File: src/design/dtw_pkg.sv
`default_nettype none

package dtw_pkg;

    // Width of the word position counter and of the reported positions
    localparam int POS_BITS = 20;

    // Width of one structure block word
    localparam int WORD_BITS = 32;

    // Result payload: node_name_pos, prop_name_offset, prop_length, value_pos
    localparam int OUT_FIELD_BITS = POS_BITS + WORD_BITS + WORD_BITS + POS_BITS;
    localparam int OUT_TDATA_BITS = ((OUT_FIELD_BITS + 7) / 8) * 8;

    // Result kind carried on m_tuser
    localparam logic KIND_PROP = 1'b0;
    localparam logic KIND_END  = 1'b1;

endpackage

`default_nettype wire

File: src/design/devicetree_structure_walker.sv
// Channel  | Direction | Payload                                      | Handshake
// ---------+-----------+----------------------------------------------+-----------------
// s_axis   | in        | tdata: word[31:0]                            | tvalid / tready
// m_axis   | out       | tdata: node_name_pos, prop_name_offset,      | tvalid / tready
//          |           |   prop_length, value_pos; tuser: kind        |
//
// One word is taken per cycle while no stalled result holds the output register;
// a result appears on m_axis in the cycle after the word that causes it. Reset
// puts the walker in the expect-token phase at position zero. A stalled result
// holds in the output register; a new word is still taken while the held result
// leaves in the same cycle.
`default_nettype none

module devicetree_structure_walker
(
    input  wire logic                             clk,
    input  wire logic                             rst_n,
    input  wire logic                             s_tvalid,
    output logic                                  s_tready,
    input  wire logic [dtw_pkg::WORD_BITS-1:0]    s_tdata,   // word[31:0]
    output logic                                  m_tvalid,
    input  wire logic                             m_tready,
    // node_name_pos[19:0], prop_name_offset[51:20], prop_length[83:52],
    // value_pos[103:84]
    output logic [dtw_pkg::OUT_TDATA_BITS-1:0]    m_tdata,
    output logic                                  m_tuser    // kind[0]
);

    // Token codes
    localparam logic [dtw_pkg::WORD_BITS-1:0] TOKEN_BEGIN_NODE = 32'd1;
    localparam logic [dtw_pkg::WORD_BITS-1:0] TOKEN_PROP       = 32'd3;
    localparam logic [dtw_pkg::WORD_BITS-1:0] TOKEN_END        = 32'd9;

    // Phase codes
    localparam logic [2:0] PH_TOKEN   = 3'd0;
    localparam logic [2:0] PH_NAME    = 3'd1;
    localparam logic [2:0] PH_LEN     = 3'd2;
    localparam logic [2:0] PH_NAMEOFF = 3'd3;
    localparam logic [2:0] PH_VALUE   = 3'd4;

    localparam int SKIP_BITS = dtw_pkg::WORD_BITS - 2;
    localparam logic [dtw_pkg::POS_BITS-1:0] POS_MAX = '1;

    logic [2:0]                       phase_reg, phase_next;
    logic [dtw_pkg::POS_BITS-1:0]     word_pos_reg, word_pos_next;
    logic [SKIP_BITS-1:0]             skip_reg, skip_next;
    logic [dtw_pkg::POS_BITS-1:0]     node_pos_reg, node_pos_next;
    logic [dtw_pkg::WORD_BITS-1:0]    length_reg, length_next;
    logic                             finished_reg, finished_next;

    logic                             out_valid_reg;
    logic                             out_kind_reg;
    logic [dtw_pkg::OUT_FIELD_BITS-1:0] out_data_reg;

    logic                             s_fire;
    logic                             emit;
    logic                             emit_kind;
    logic [dtw_pkg::OUT_FIELD_BITS-1:0] emit_data;
    logic [dtw_pkg::POS_BITS-1:0]     pos_inc;
    logic                             zero_byte;
    logic [SKIP_BITS:0]               value_words;

    assign s_tready = !out_valid_reg || m_tready;
    assign s_fire   = s_tvalid && s_tready;

    assign m_tvalid = out_valid_reg;
    assign m_tuser  = out_kind_reg;
    assign m_tdata  = dtw_pkg::OUT_TDATA_BITS'(out_data_reg);

    // Saturating position of the word after this one
    assign pos_inc = (word_pos_reg == POS_MAX) ? POS_MAX : word_pos_reg + 1'b1;

    assign zero_byte = (s_tdata[7:0] == 8'd0) || (s_tdata[15:8] == 8'd0) ||
                       (s_tdata[23:16] == 8'd0) || (s_tdata[31:24] == 8'd0);

    // Value words, rounded up to whole words
    assign value_words = (SKIP_BITS + 1)'(length_reg[dtw_pkg::WORD_BITS-1:2])
                       + (SKIP_BITS + 1)'(length_reg[1:0] != 2'd0);

    // Decode the token phase for the incoming word
    always_comb
    begin
        phase_next    = phase_reg;
        word_pos_next = word_pos_reg;
        skip_next     = skip_reg;
        node_pos_next = node_pos_reg;
        length_next   = length_reg;
        finished_next = finished_reg;
        emit          = 1'b0;
        emit_kind     = dtw_pkg::KIND_PROP;
        emit_data     = '0;

        if (s_fire && !finished_reg)
        begin
            word_pos_next = pos_inc;
            case (phase_reg)
                PH_TOKEN:
                begin
                    if (s_tdata == TOKEN_BEGIN_NODE)
                    begin
                        node_pos_next = pos_inc;
                        phase_next    = PH_NAME;
                    end
                    else if (s_tdata == TOKEN_PROP)
                    begin
                        phase_next = PH_LEN;
                    end
                    else if (s_tdata == TOKEN_END)
                    begin
                        emit          = 1'b1;
                        emit_kind     = dtw_pkg::KIND_END;
                        finished_next = 1'b1;
                    end
                end
                PH_NAME:
                begin
                    if (zero_byte)
                        phase_next = PH_TOKEN;
                end
                PH_LEN:
                begin
                    length_next = s_tdata;
                    phase_next  = PH_NAMEOFF;
                end
                PH_NAMEOFF:
                begin
                    emit      = 1'b1;
                    emit_kind = dtw_pkg::KIND_PROP;
                    emit_data = {pos_inc, length_reg, s_tdata, node_pos_reg};
                    if (value_words == '0)
                    begin
                        phase_next = PH_TOKEN;
                    end
                    else
                    begin
                        skip_next  = SKIP_BITS'(value_words - 1'b1);
                        phase_next = PH_VALUE;
                    end
                end
                PH_VALUE:
                begin
                    if (skip_reg == '0)
                        phase_next = PH_TOKEN;
                    else
                        skip_next = skip_reg - 1'b1;
                end
                default:
                begin
                    phase_next = PH_TOKEN;
                end
            endcase
        end
    end

    // Advance walker state
    always_ff @(posedge clk or negedge rst_n)
    begin
        if (!rst_n)
        begin
            phase_reg    <= PH_TOKEN;
            word_pos_reg <= '0;
            skip_reg     <= '0;
            node_pos_reg <= '0;
            length_reg   <= '0;
            finished_reg <= 1'b0;
        end
        else
        begin
            phase_reg    <= phase_next;
            word_pos_reg <= word_pos_next;
            skip_reg     <= skip_next;
            node_pos_reg <= node_pos_next;
            length_reg   <= length_next;
            finished_reg <= finished_next;
        end
    end

    // Hold the result until its transfer completes
    always_ff @(posedge clk or negedge rst_n)
    begin
        if (!rst_n)
        begin
            out_valid_reg <= 1'b0;
        end
        else if (emit)
        begin
            out_valid_reg <= 1'b1;
        end
        else if (m_tready)
        begin
            out_valid_reg <= 1'b0;
        end
    end

    // Load the result payload
    always_ff @(posedge clk)
    begin
        if (emit)
        begin
            out_kind_reg <= emit_kind;
            out_data_reg <= emit_data;
        end
    end

endmodule

`default_nettype wire

File: config.mk
export PLATFORM = sky130hd
export DESIGN_NAME = devicetree_structure_walker
export DESIGN_NICKNAME = d
export VERILOG_FILES = /design/src/design/dtw_pkg.sv /design/src/design/devicetree_structure_walker.sv
export SDC_FILE = /design/constraint.sdc
export NUM_CORES = 1
export LEC_CHECK = 0
export ABC_CLOCK_PERIOD_IN_PS = 5400
export BUFFER_PORTS_ARGS = -buffer_cell sky130_fd_sc_hd__buf_4
export CELL_PAD_IN_SITES_DETAIL_PLACEMENT = 0
export CELL_PAD_IN_SITES_GLOBAL_PLACEMENT = 1
export CORE_ASPECT_RATIO = 0.9
export CORE_MARGIN = 5
export CORE_UTILIZATION = 40
export CTS_CLUSTER_DIAMETER = 30
export CTS_CLUSTER_SIZE = 12
export DETAILED_ROUTE_END_ITERATION = 16
export PLACE_DENSITY_LB_ADDON = 0.12
export SLEW_MARGIN = 20
export SYNTH_ARGS = -nofsm -noshare
export SYNTH_HDL_FRONTEND = slang
export SYNTH_SLANG_ARGS = --single-unit
File: constraint.sdc
create_clock -name clk -period 5.4 [get_ports clk]
set_input_delay 0.81 -clock clk [delete_from_list [all_inputs] [get_ports clk]]
set_output_delay 0.81 -clock clk [all_outputs]
set_load 0.05 [all_outputs]
After elaboration in Yosys (flattened, before gate mapping)
Index checks and enable logic that the tools add are counted.
Storage, ports and cells
  bits in registers: 212
  bits of input ports: 36
  output and inout bits: 107
Operators by class
  add/subtract/negate cells: 4
  equal/unequal tests: 13
  muxes and demuxes: 17
  bitwise operators: 2
  reduce and logical (&&, ||, !) cells: 25
Operators by type and width (number)
  $mux 30: 2
  $pmux 30 s2: 1
  $sub 30x1->30 const B: 2
  $eq 32x1->1 const B: 1
  $eq 32x2->1 const B: 1
  $eq 32x4->1 const B: 1
  $logic_not 8->1: 4
  $add 30x1->31: 1
  $logic_not 31->1: 1
  $logic_not 30->1: 1
  $add 20x1->20 const B: 1
  $eq 20x20->1 const B: 1
  $mux 20: 1
  $mux 3: 5
  $pmux 3 s5: 1
  $ne 2x2->1 const B: 4
  $reduce_and 4->1: 2
  $eq 3x2->1 const B: 2
  $mux 1: 6
  $reduce_and 2->1: 3
  $reduce_bool 2->1: 3
  $reduce_and 5->1: 1
  $logic_or 1x1->1: 4
  $eq 3x1->1 const B: 1
  8 further kinds: 11

Logic depth before layout (Yosys ltp)
Gate-level depths: netlist (run 1).
  word-level depth: 7
  depth in mapped cells: 15
  mapped depth without buffers: 12

Least setup slack after synthesis (run 1)
OpenSTA, ideal clock, no wires.
  path kind: input-to-reg
  start point: input port m_tready
  end point: register out_data_reg, in the netlist m_tdata[0] (enable)
  arrival: 4129 ps
  setup slack: 305 ps
  cell stages on the path: 7
  cells stage by stage: nand2b_1 > and3b_1 > clkbuf_1 > nand2_1 > clkbuf_1 > buf_1 > nand2_1
On the way
  longest elaborated chain between the ends: 4
RTL lines
  from (decl): RTL line devicetree_structure_walker.sv:22  | input wire logic m_tready,
  $logic_or 1x1->1: RTL line devicetree_structure_walker.sv:63  | assign s_tready = !out_valid_reg || m_tready;
  $logic_and 1x1->1: RTL line devicetree_structure_walker.sv:64  | assign s_fire = s_tvalid && s_tready;
  $logic_and 1x1->1: RTL line devicetree_structure_walker.sv:93  | if (s_fire && !finished_reg)
  $mux 1: RTL line devicetree_structure_walker.sv:93
  net emit: RTL line devicetree_structure_walker.sv:56  | logic emit;
  to (signal assigned): RTL line devicetree_structure_walker.sv:201  | out_data_reg <= emit_data;
  to (decl): RTL line devicetree_structure_walker.sv:53  | logic [dtw_pkg::OUT_FIELD_BITS-1:0] out_data_reg;
The timed path passes the listed nets, and every way through them passes these cells.
A chain may end at the register's enable or synchronous reset.

Final worst setup path (run 1)
  start point: register length_reg[1] in the netlist's numbering
  end point: register skip_reg[19]
On the way
  longest elaborated chain between the ends: 5
  elaborated cells on any way between the ends: 8
RTL lines
  from (decl): RTL line devicetree_structure_walker.sv:48  | logic [dtw_pkg::WORD_BITS-1:0] length_reg, length_next;
  from (signal assigned): RTL line devicetree_structure_walker.sv:173  | length_reg <= length_next;
  $reduce_bool 2->1 *: RTL line devicetree_structure_walker.sv:78  | + (SKIP_BITS + 1)'(length_reg[1:0] != 2'd0);
  $add 30x1->31 *: RTL line devicetree_structure_walker.sv:78
  $sub 30x1->30 or $logic_not 31->1 (tied branches): RTL line devicetree_structure_walker.sv:136, devicetree_structure_walker.sv:130
  $mux 30 or $ne 2x2->1 (tied branches)
  $pmux 30 s2 or $reduce_and 4->1 (tied branches)
  to (signal assigned): RTL line devicetree_structure_walker.sv:171  | skip_reg <= skip_next;
  to (decl): RTL line devicetree_structure_walker.sv:46  | logic [SKIP_BITS-1:0] skip_reg, skip_next;
Mark *: on every way between the ends. The rest lies on a longest branch, timed or not. The select of a mux whose other input is x is not followed.

==> results.cfg, run 1 <==
[grt]
antenna_found_initial = 0
grt_pass1_vias = 8165
grt_pass1_wl_um = 46400
grt_max_degree = 87
grt_usage = 0.195
overflow = 0

[route]
first_iter_violations = 583
drcViolationCount = 0
ant_nets = 0
firstDrtPassIters = 5
finalWirelength_um = 29500
routedWlPerCell_um = 19.2
vias = 8392
vias_per_cell = 5.47

[worst_setup_path]
r2r-end = skip_reg[19]
crit_arrival_ns = 4.64
reg2reg_depth = 13
slowest_delay_ns = 0.56
cp_max_fo = 33
slowest_stage = nor4_1
r2r_slack_ns = 1.21
crit_type = register to register
start_kind = register
worstPathRequired_ns = 5.85
cp-end-kind = register
path_cells = or2_2 -> ha_1 -> ha_1 -> and4_1 -> nand3_1 -> nor4_1 -> a31oi_1 -> nor4_1 -> a41oi_2 -> or2_1 -> buf_4 -> o2111ai_1 -> o211a_1
r2r_start = length_reg[1]
cp-endpoint = skip_reg[19]
startpoint = length_reg[1]

[floorplan]
die_w_um = 181
start_util = 0.406
ios = 143
die_h_um = 164
die_area_mm2 = 0.0298
coreArea_mm2 = 0.0261
num_rows = 56

[logic_synthesis]
synth_xor_area_frac = 0.0406
ys_top_cells_by_area = edfxtp_1 (30%), dfrtp_1 (25%), and3_1 (5.6%)
synth_top_area_frac = 0.298
muxShareOfSynthArea = 0.0462
synthAdderAreaFrac = 0.00473
ys.flop_type = dfrtp_1
yosysWarnings = 0
synth-compound-area-share = 0.0949
avgSynthCellArea_um2 = 10.5
synth_top_family_by_area = simple AND/OR/NAND/NOR gates
synthSimpleGateAreaFrac = 0.230
synth_most_common_cell = dfrtp_1
synthCells = 1010
seq_area_frac_synth = 0.552
synth_nets = 1050
synth_edf_count = 105
ys_ff_latch = 212
synth_common_cells = dfrtp_1 (107), edfxtp_1 (105), nor2_1 (104)
synth.largest_area_cell = edfxtp_1
async_flop_share = 0.505
syn-cell-area_mm2 = 0.0106
ys_types = 64

[sta]
max-slew-margin-rel = 0.418
final-setup-viol-count = 0
clock_skew_ns = 0.0199
fin_setup_tns_ns = 0
drv_slew = 0
max_freq_ghz = 0.239
rsz0062_at_grt = false
worstMarginPinSlew_ns = 0.873
hold_violations = 0
period_share = 0.776
fin_crit_ns = 4.19

[pwr]
pwr-share-clk = 0.602
leakage_nw = 6.21
combPwrFrac = 0.043
p_switching_mw = 1.15
pwr-share-seq = 0.355
switching_share = 0.220
ir_drop_v = 0.000260
p_int_mw = 4.08
power.density_mw_per_mm2 = 382

[run]
cap_violations = 0

[cts]
htree_levels = 2
cts-resized-gates = 0
clk_pin_slew_ns = 0.05
clock_path_buffers = 3
cts_buffers = 49
clock_tree.root_cell = clkbuf_16
cts_tree = done
cts_hold_buffers = 0
cts.sinks = 212
insertion_delay_ns = 0.53
post_cts_buffers = 0

[status]
status = finished clean

[placed_design]
portBuffers = 142
hpwl_um = 20300
gp_congestion = 0.868
dpl_cell_area_mm2 = 0.0119

[cells_and_area]
fin_area_mm2 = 0.0137
n_antenna_cell = 0
synthToLayoutAreaGrowth_pct = 29.6
drive_above_1_share = 0.252
nets = 1188
largest_reg_flops = 104

[min_path]
hold_path.class = input pin to asynchronous set/reset pin
metrics by stage:
step                worst slack, ns  utilization  instances  hold WS (ns)  total power, mW
floorplan                     0.305            -       1010         0.440             1.99
global placement               1.35        0.458       1445         0.452             2.11
CTS                            1.26        0.526       1534         0.446             5.28
finish                         1.21        0.526       1534         0.413             5.23
global route                  0.810        0.526       1534         0.483             5.43
detailed placement             1.28        0.458       1445         0.462             2.11
area by class of cell:
type                       instances  area [um2]
sequential                       212        5830
fill                            2378       12400
timing repair buffer             156        1180
tap                              348         435
multi-input combinational        714        4420
inverter                          15        56.3
clock buffer                      54        1280
clock inverter                    35         494
routing by layer:
| metal | vias up | track usage | routed length, um |
|---|---|---|---|
| met2 | 256 | 0.264 | 12000 |
| met5 | - | 0 | 0 |
| met4 | 0 | 0.0406 | 314 |
| met1 | 4078 | 0.308 | 15000 |
| li1 | 4028 | - | - |
| met3 | 30 | 0.0529 | 2210 |
kinds of logic (layout without fill, tap and decap cells):
logic type	Yosys count	count (layout)
flops	212	212
mux	44	44
fa+ha+maj	4	4
xor+xnor	49	49
compound gates	162	162
buf+inv	84	260
simple gates	455	455
power groups by stage:
stage	sequential [mW]	clock, mW	combinational [mW]
after detailed placement	1.88	0	0.231
after global routing	1.87	3.30	0.263
after floorplan	1.85	0	0.141
after global placement	1.88	0	0.226
final	1.86	3.15	0.227
after CTS	1.86	3.19	0.231
critical path, delay by kind of cell, from the launching register on:
| kind | cells | cell delay (ns) |
|---|---|---|
| flops | 1 | 0.35 |
| compound gates | 4 | 0.81 |
| buf+inv | 1 | 0.35 |
| fa+ha+maj | 2 | 0.50 |
| simple gates | 6 | 2.09 |
layout by cell type (no fill, tap or decap), drive strengths merged, types with 4 or more instances in the layout:
master,instances
o31ai,4
buf,156
edfxtp,105
a31oi,19
dfrtp,107
nor2,104
a31o,8
inv,17
and4,10
nand2b,5
xor2,16
mux2i,9
or4,9
ha,4
clkbuf,54
mux2,35
or3,5
a21oi,32
nand2,78
nor4,28
nand3,39
bufinv,11
nor3b,7
a211oi,5
and3,95
nand4,30
clkinv,19
xnor2,33
and2,7
a21o,7
o21ai,61
o211ai,4
or2,5
nor3,23
how the worst min path moves through the flow:
stage,end,cells past startpoint
3_3_place_gp,node_pos_reg[13],2
5_1_grt,length_reg[31],1
3_5_place_dp,finished_reg,1
4_1_cts,length_reg[9],1
6_report,length_reg[31],1
2_1_floorplan,finished_reg,1
Note: power is estimated with default switching activity, not from simulation.
==> run 2, diff against run 1 <==
--- a/config.mk
+++ b/config.mk
@@ -5,7 +5,7 @@
 export SDC_FILE = /design/constraint.sdc
 export NUM_CORES = 1
 export LEC_CHECK = 0
-export ABC_CLOCK_PERIOD_IN_PS = 5400
+export ABC_CLOCK_PERIOD_IN_PS = 3600
 export BUFFER_PORTS_ARGS = -buffer_cell sky130_fd_sc_hd__buf_4
 export CELL_PAD_IN_SITES_DETAIL_PLACEMENT = 0
 export CELL_PAD_IN_SITES_GLOBAL_PLACEMENT = 1
==> constraint.sdc (replaced) <==
create_clock -name clk -period 3.6 [get_ports clk]
set_input_delay 0.54 -clock clk [delete_from_list [all_inputs] [get_ports clk]]
set_output_delay 0.54 -clock clk [all_outputs]
set_load 0.05 [all_outputs]
==> results.cfg, run 2 (synthesized netlist as in run 1, its figures left out) <==
[status]
status = finished clean

[cts]
insertion_delay_ns = 0.55
clock_path_buffers = 3
cts.sinks = 212
post_cts_buffers = 0
cts_buffers = 51
clk_pin_slew_ns = 0.04
cts_tree = done
cts_hold_buffers = 0
clock_tree.root_cell = clkbuf_16
htree_levels = 2

[floorplan]
coreArea_mm2 = 0.0261
ios = 143
start_util = 0.406
num_rows = 56
die_w_um = 181
die_h_um = 164
die_area_mm2 = 0.0298

[sta]
final-setup-viol-count = 0
worstMarginPinSlew_ns = 0.798
max-slew-margin-rel = 0.468
fin_ws_ns = 0.224
clock_skew_ns = 0.0169
drv_slew = 0
fin_crit_ns = 3.38
rsz0062_at_grt = true
max_freq_ghz = 0.296
period_share = 0.938
hold_violations = 0

[grt]
grt_max_degree = 81
overflow = 0
antenna_found_initial = 0
grt_pass1_wl_um = 49100
grt_pass1_vias = 8582
grt_usage = 0.206

[route]
routedWlPerCell_um = 19.4
first_iter_violations = 638
drcViolationCount = 0
firstDrtPassIters = 5
vias_per_cell = 5.45
finalWirelength_um = 31000
vias = 8689
ant_nets = 0

[worst_setup_path]
cp_max_fo = 6
start_kind = register
crit_type = register to register
worstPathRequired_ns = 4.01
cp-end-kind = register
crit_arrival_ns = 3.79

[cells_and_area]
synthToLayoutAreaGrowth_pct = 34.0
n_antenna_cell = 0
nFillCells = 2363
drive_above_1_share = 0.301
most-common-layout-cells = buf_4 (204), dfrtp_1 (107), edfxtp_1 (105), nor2_1 (104), and3_1 (93)
nets = 1243
largest_reg_flops = 104
layout_commonest_cell = buf_4
multiInputGateArea_mm2 = 0.00452
seq_area_mm2 = 0.00583

[pwr]
pwr-share-clk = 0.584
switching_share = 0.237
ir_drop_v = 0.000377
p_int_mw = 5.74
combPwrFrac = 0.045
p_switching_mw = 1.78
pwr-share-seq = 0.371
leakage_nw = 6.47
power.density_mw_per_mm2 = 531
finalPower_mw = 7.52

[placed_design]
gp_congestion = 0.866
hpwl_um = 21400
portBuffers = 142
pre_cts_ws_ns = 0.0517

[run]
cap_violations = 0

[min_path]
hold_path.class = input pin to asynchronous set/reset pin
-- run 2: cell types whose count changed in the layout (fill, tap and decap cells not counted), sizes merged --
cell	delta
bufinv	-9
inv	+2
buf	+53
clkinv	-1
clkinvlp	+2
clkbuf	+13
-- run 2: power by group through the flow --
stage	registers, mW	logic [mW]	clock network, mW
after floorplan	2.78	0.212	0
after global placement	2.82	0.335	0
after detailed placement	2.82	0.343	0
after CTS	2.78	0.346	4.45
after global routing	2.80	0.393	4.61
final	2.79	0.342	4.39
-- run 2: path summary, 6_finish.rpt --
path / start / endpoint / slack, ns / depth (start not counted)
hold / removal: rst_n / skip_reg[22] / 0.09 / 1
max in group asynchronous: rst_n / length_reg[15] / 2.64 / 2
hold reg to reg: node_pos_reg[14] / node_pos_reg[14] / 0.47 / 2
setup / recovery: length_reg[1] / skip_reg[16] / 0.22 / 12
setup reg to reg: length_reg[1] / skip_reg[16] / 0.22 / 12
min in group clk: s_tdata[29] / length_reg[29] / 0.23 / 3
-- run 2: what timing repair did --
action,in CTS,in global routing
endpoints found under the setup margin,0,29
endpoints found under the hold margin,0,0
resized for setup,0,19
-- run 2: area by class of cell --
class                      count  share of cell area
sequential                   212               0.412
multi-input combinational    714               0.319
timing repair buffer         209               0.115
clock buffer                  67               0.101
tap                          348              0.0307
clock inverter                29              0.0184
inverter                      15             0.00397
-- run 2: stage by stage --
step	setup TNS [ns]	cells	cell area, um2	util	hold WS [ns]
2_1_floorplan	0	1010	10600	-	0.244
3_5_place_dp	0	1498	12400	0.474	0.462
3_3_place_gp	0	1498	12400	0.474	0.453
5_1_grt	-0.00358	1594	14200	0.543	0.152
6_report	0	1594	14200	0.543	0.0891
4_1_cts	0	1594	14100	0.539	0.110
-- run 2: worst max-delay path, stage by stage (launching register included) --
cell and delay, ns:
dfrtp_1 0.38, or2_2 0.30, ha_1 0.22, ha_2 0.22, a31oi_1 0.17, o2111ai_1 0.16
a211oi_2 0.25, nand4_1 0.17, nor4b_4 0.34, a41oi_2 0.16, or2_4 0.31, mux2_4 0.30
a311o_1 0.26
-- run 2: routing by layer --
metal,GRT usage,wire length [um]
met5,0,0
met4,0.0505,391
met3,0.0500,2370
met2,0.288,12800
met1,0.320,15400
==> run 3, diff against run 2 <==
--- a/config.mk
+++ b/config.mk
@@ -5,13 +5,14 @@
 export SDC_FILE = /design/constraint.sdc
 export NUM_CORES = 1
 export LEC_CHECK = 0
+export ABC_AREA = 1
 export ABC_CLOCK_PERIOD_IN_PS = 3600
 export BUFFER_PORTS_ARGS = -buffer_cell sky130_fd_sc_hd__buf_4
 export CELL_PAD_IN_SITES_DETAIL_PLACEMENT = 0
 export CELL_PAD_IN_SITES_GLOBAL_PLACEMENT = 1
 export CORE_ASPECT_RATIO = 0.9
 export CORE_MARGIN = 5
-export CORE_UTILIZATION = 40
+export CORE_UTILIZATION = 39
 export CTS_CLUSTER_DIAMETER = 30
 export CTS_CLUSTER_SIZE = 12
 export DETAILED_ROUTE_END_ITERATION = 16
==> results.cfg, run 3 <==
[pwr]
p_int_mw = 5.71
power.density_mw_per_mm2 = 513
p_switching_mw = 1.59
leakage_nw = 6.55
switching_share = 0.218
combPwrFrac = 0.012
pwr-share-clk = 0.641
pwr-share-seq = 0.347
ir_drop_v = 0.000323

[sta]
fin_crit_ns = 3.21
hold_violations = 0
clock_skew_ns = 0.0151
fin_setup_tns_ns = 0
final-setup-viol-count = 0
period_share = 0.891
fin_ws_ns = 0.391
max_freq_ghz = 0.312
worstMarginPinSlew_ns = 1.00
max-slew-margin-rel = 0.333
rsz0062_at_grt = false
drv_slew = 0

[min_path]
hold_path.class = input pin to asynchronous set/reset pin

[cts]
cts_buffers = 51
clk_pin_slew_ns = 0.05
post_cts_buffers = 0
cts_tree = done
insertion_delay_ns = 0.56
htree_levels = 2
clock_tree.root_cell = clkbuf_16
cts-resized-gates = 0
clock_path_buffers = 3
cts.sinks = 212
cts_hold_buffers = 0

[worst_setup_path]
cp_max_fo = 29
worstPathRequired_ns = 3.84
cp.buffers_inverters = 3
path_cells = nor3_1 -> clkinv_1 -> nor2_2 -> inv_2 -> nand2_4 -> buf_4
critical_path.top_delay_family = simple AND/OR/NAND/NOR gates
crit_type = register to register
start_kind = register
slowest_delay_ns = 0.57
cp-end-kind = register
slowest_stage = clkinv_1
crit_arrival_ns = 3.45

[logic_synthesis]
synth_nets = 1393
synth_edf_count = 105
avgSynthCellArea_um2 = 8.10
yosysWarnings = 0
ys.flop_type = dfrtp_1
synth.largest_area_cell = edfxtp_1
ys_top_cells_by_area = edfxtp_1 (29%), dfrtp_1 (24%), nand2_1 (15%)
seq_area_frac_synth = 0.532
synth_top_area_frac = 0.288
syn-cell-area_mm2 = 0.0110
ys_types = 38
synth_common_cells = nand2_1 (433), nor2_1 (181), inv_1 (162)
async_flop_share = 0.505
ys_ff_latch = 212
synth_most_common_cell = nand2_1
synthCells = 1353

[placed_design]
gp_congestion = 0.898
place_inst = 1833
dpl_cell_area_mm2 = 0.0124
pre_cts_ws_ns = 0.376
portBuffers = 142
hpwl_um = 23600

[cells_and_area]
final_core_utilization = 0.511
drive_above_1_share = 0.192
most-common-layout-cells = nand2_1 (431), nor2_1 (181), inv_1 (162), buf_4 (152), dfrtp_1 (107)
n_antenna_cell = 0
seq_area_mm2 = 0.00583
fin_cells = 1929
nFillCells = 2747
multiInputGateArea_mm2 = 0.00433
layout_commonest_cell = nand2_1
fin_area_mm2 = 0.0142
synthToLayoutAreaGrowth_pct = 29.8
nets = 1566
largest_reg_flops = 104

[route]
first_iter_violations = 693
firstDrtPassIters = 7
drcViolationCount = 0
finalWirelength_um = 32700
ant_nets = 0
vias = 9489
routedWlPerCell_um = 16.9
vias_per_cell = 4.92

[grt]
overflow = 0
grt_usage = 0.206
grt_pass1_wl_um = 52000
antenna_found_initial = 0
grt_max_degree = 91
grt_pass1_vias = 9239

[floorplan]
coreArea_mm2 = 0.0279
die_area_mm2 = 0.0316
die_w_um = 187
num_rows = 58
start_util = 0.393
die_h_um = 169
ios = 143

[run]
cap_violations = 0

[status]
status = finished clean
## run 3: area by class of cell
class	instances	share of cell area
sequential	212	0.410
tap	360	0.0317
clock inverter	37	0.0305
inverter	170	0.0448
timing repair buffer	155	0.0844
clock buffer	59	0.0947
multi-input combinational	936	0.304
## run 3: cells by family (layout without fill, tap and decap cells)
| logic type | count (synthesis) | count (layout) | share of synthesized area |
|---|---|---|---|
| and+or+nand+nor | 806 | 806 | 0.323 |
| DFF | 212 | 212 | 0.532 |
| buffers and inverters | 205 | 421 | 0.0745 |
| AOI/OAI and AO/OA | 106 | 106 | 0.0504 |
| xor gates and xnor gates | 20 | 20 | 0.0160 |
| adders and majority gates | 4 | 4 | 0.00456 |
## run 3: per-layer routing
layer / vias up / global-route usage / wire, um
li1: 4699 / - / -
met1: 4438 / 0.318 / 16600
met2: 299 / 0.292 / 13300
met3: 53 / 0.0472 / 2160
met4: 0 / 0.0534 / 617
met5: - / 0 / 0
## run 3: power groups by stage
| stage | Clock (mW) | Sequential [mW] | Combinational [mW] |
|---|---|---|---|
| after floorplan | 0 | 2.57 | 0.0154 |
| after global placement | 0 | 2.57 | 0.0886 |
| after detailed placement | 0 | 2.57 | 0.0885 |
| after CTS | 4.76 | 2.53 | 0.0893 |
| after global routing | 4.91 | 2.53 | 0.0974 |
| final | 4.68 | 2.53 | 0.0864 |
## run 3: final timing paths
check                                   from                to  depth (start not counted)  slack (ns)
worst max register to register  phase_reg[2]        m_tdata[0]                          6        0.39
worst max-delay path            phase_reg[2]        m_tdata[0]                          6        0.39
min in group clk                  s_tdata[4]     length_reg[4]                          3        0.28
worst min register to register  finished_reg      finished_reg                          2        0.46
worst min-delay path                   rst_n  node_pos_reg[19]                          1        0.08
max in group asynchronous              rst_n       skip_reg[5]                          2        2.73
## run 3: stage by stage
| step | hold slack [ns] | power (mW) |
|---|---|---|
| floorplan | 0.244 | 2.59 |
| global placement | 0.438 | 2.66 |
| detailed placement | 0.459 | 2.66 |
| CTS | 0.106 | 7.38 |
| global route | 0.129 | 7.54 |
| finish | 0.0809 | 7.30 |
## run 3: worst register-to-register path: stages (launching register included)
cell      delay (ns)
dfrtp_1         0.50
nor3_1          0.53
clkinv_1        0.57
nor2_2          0.50
inv_2           0.10
nand2_4         0.35
buf_4           0.34
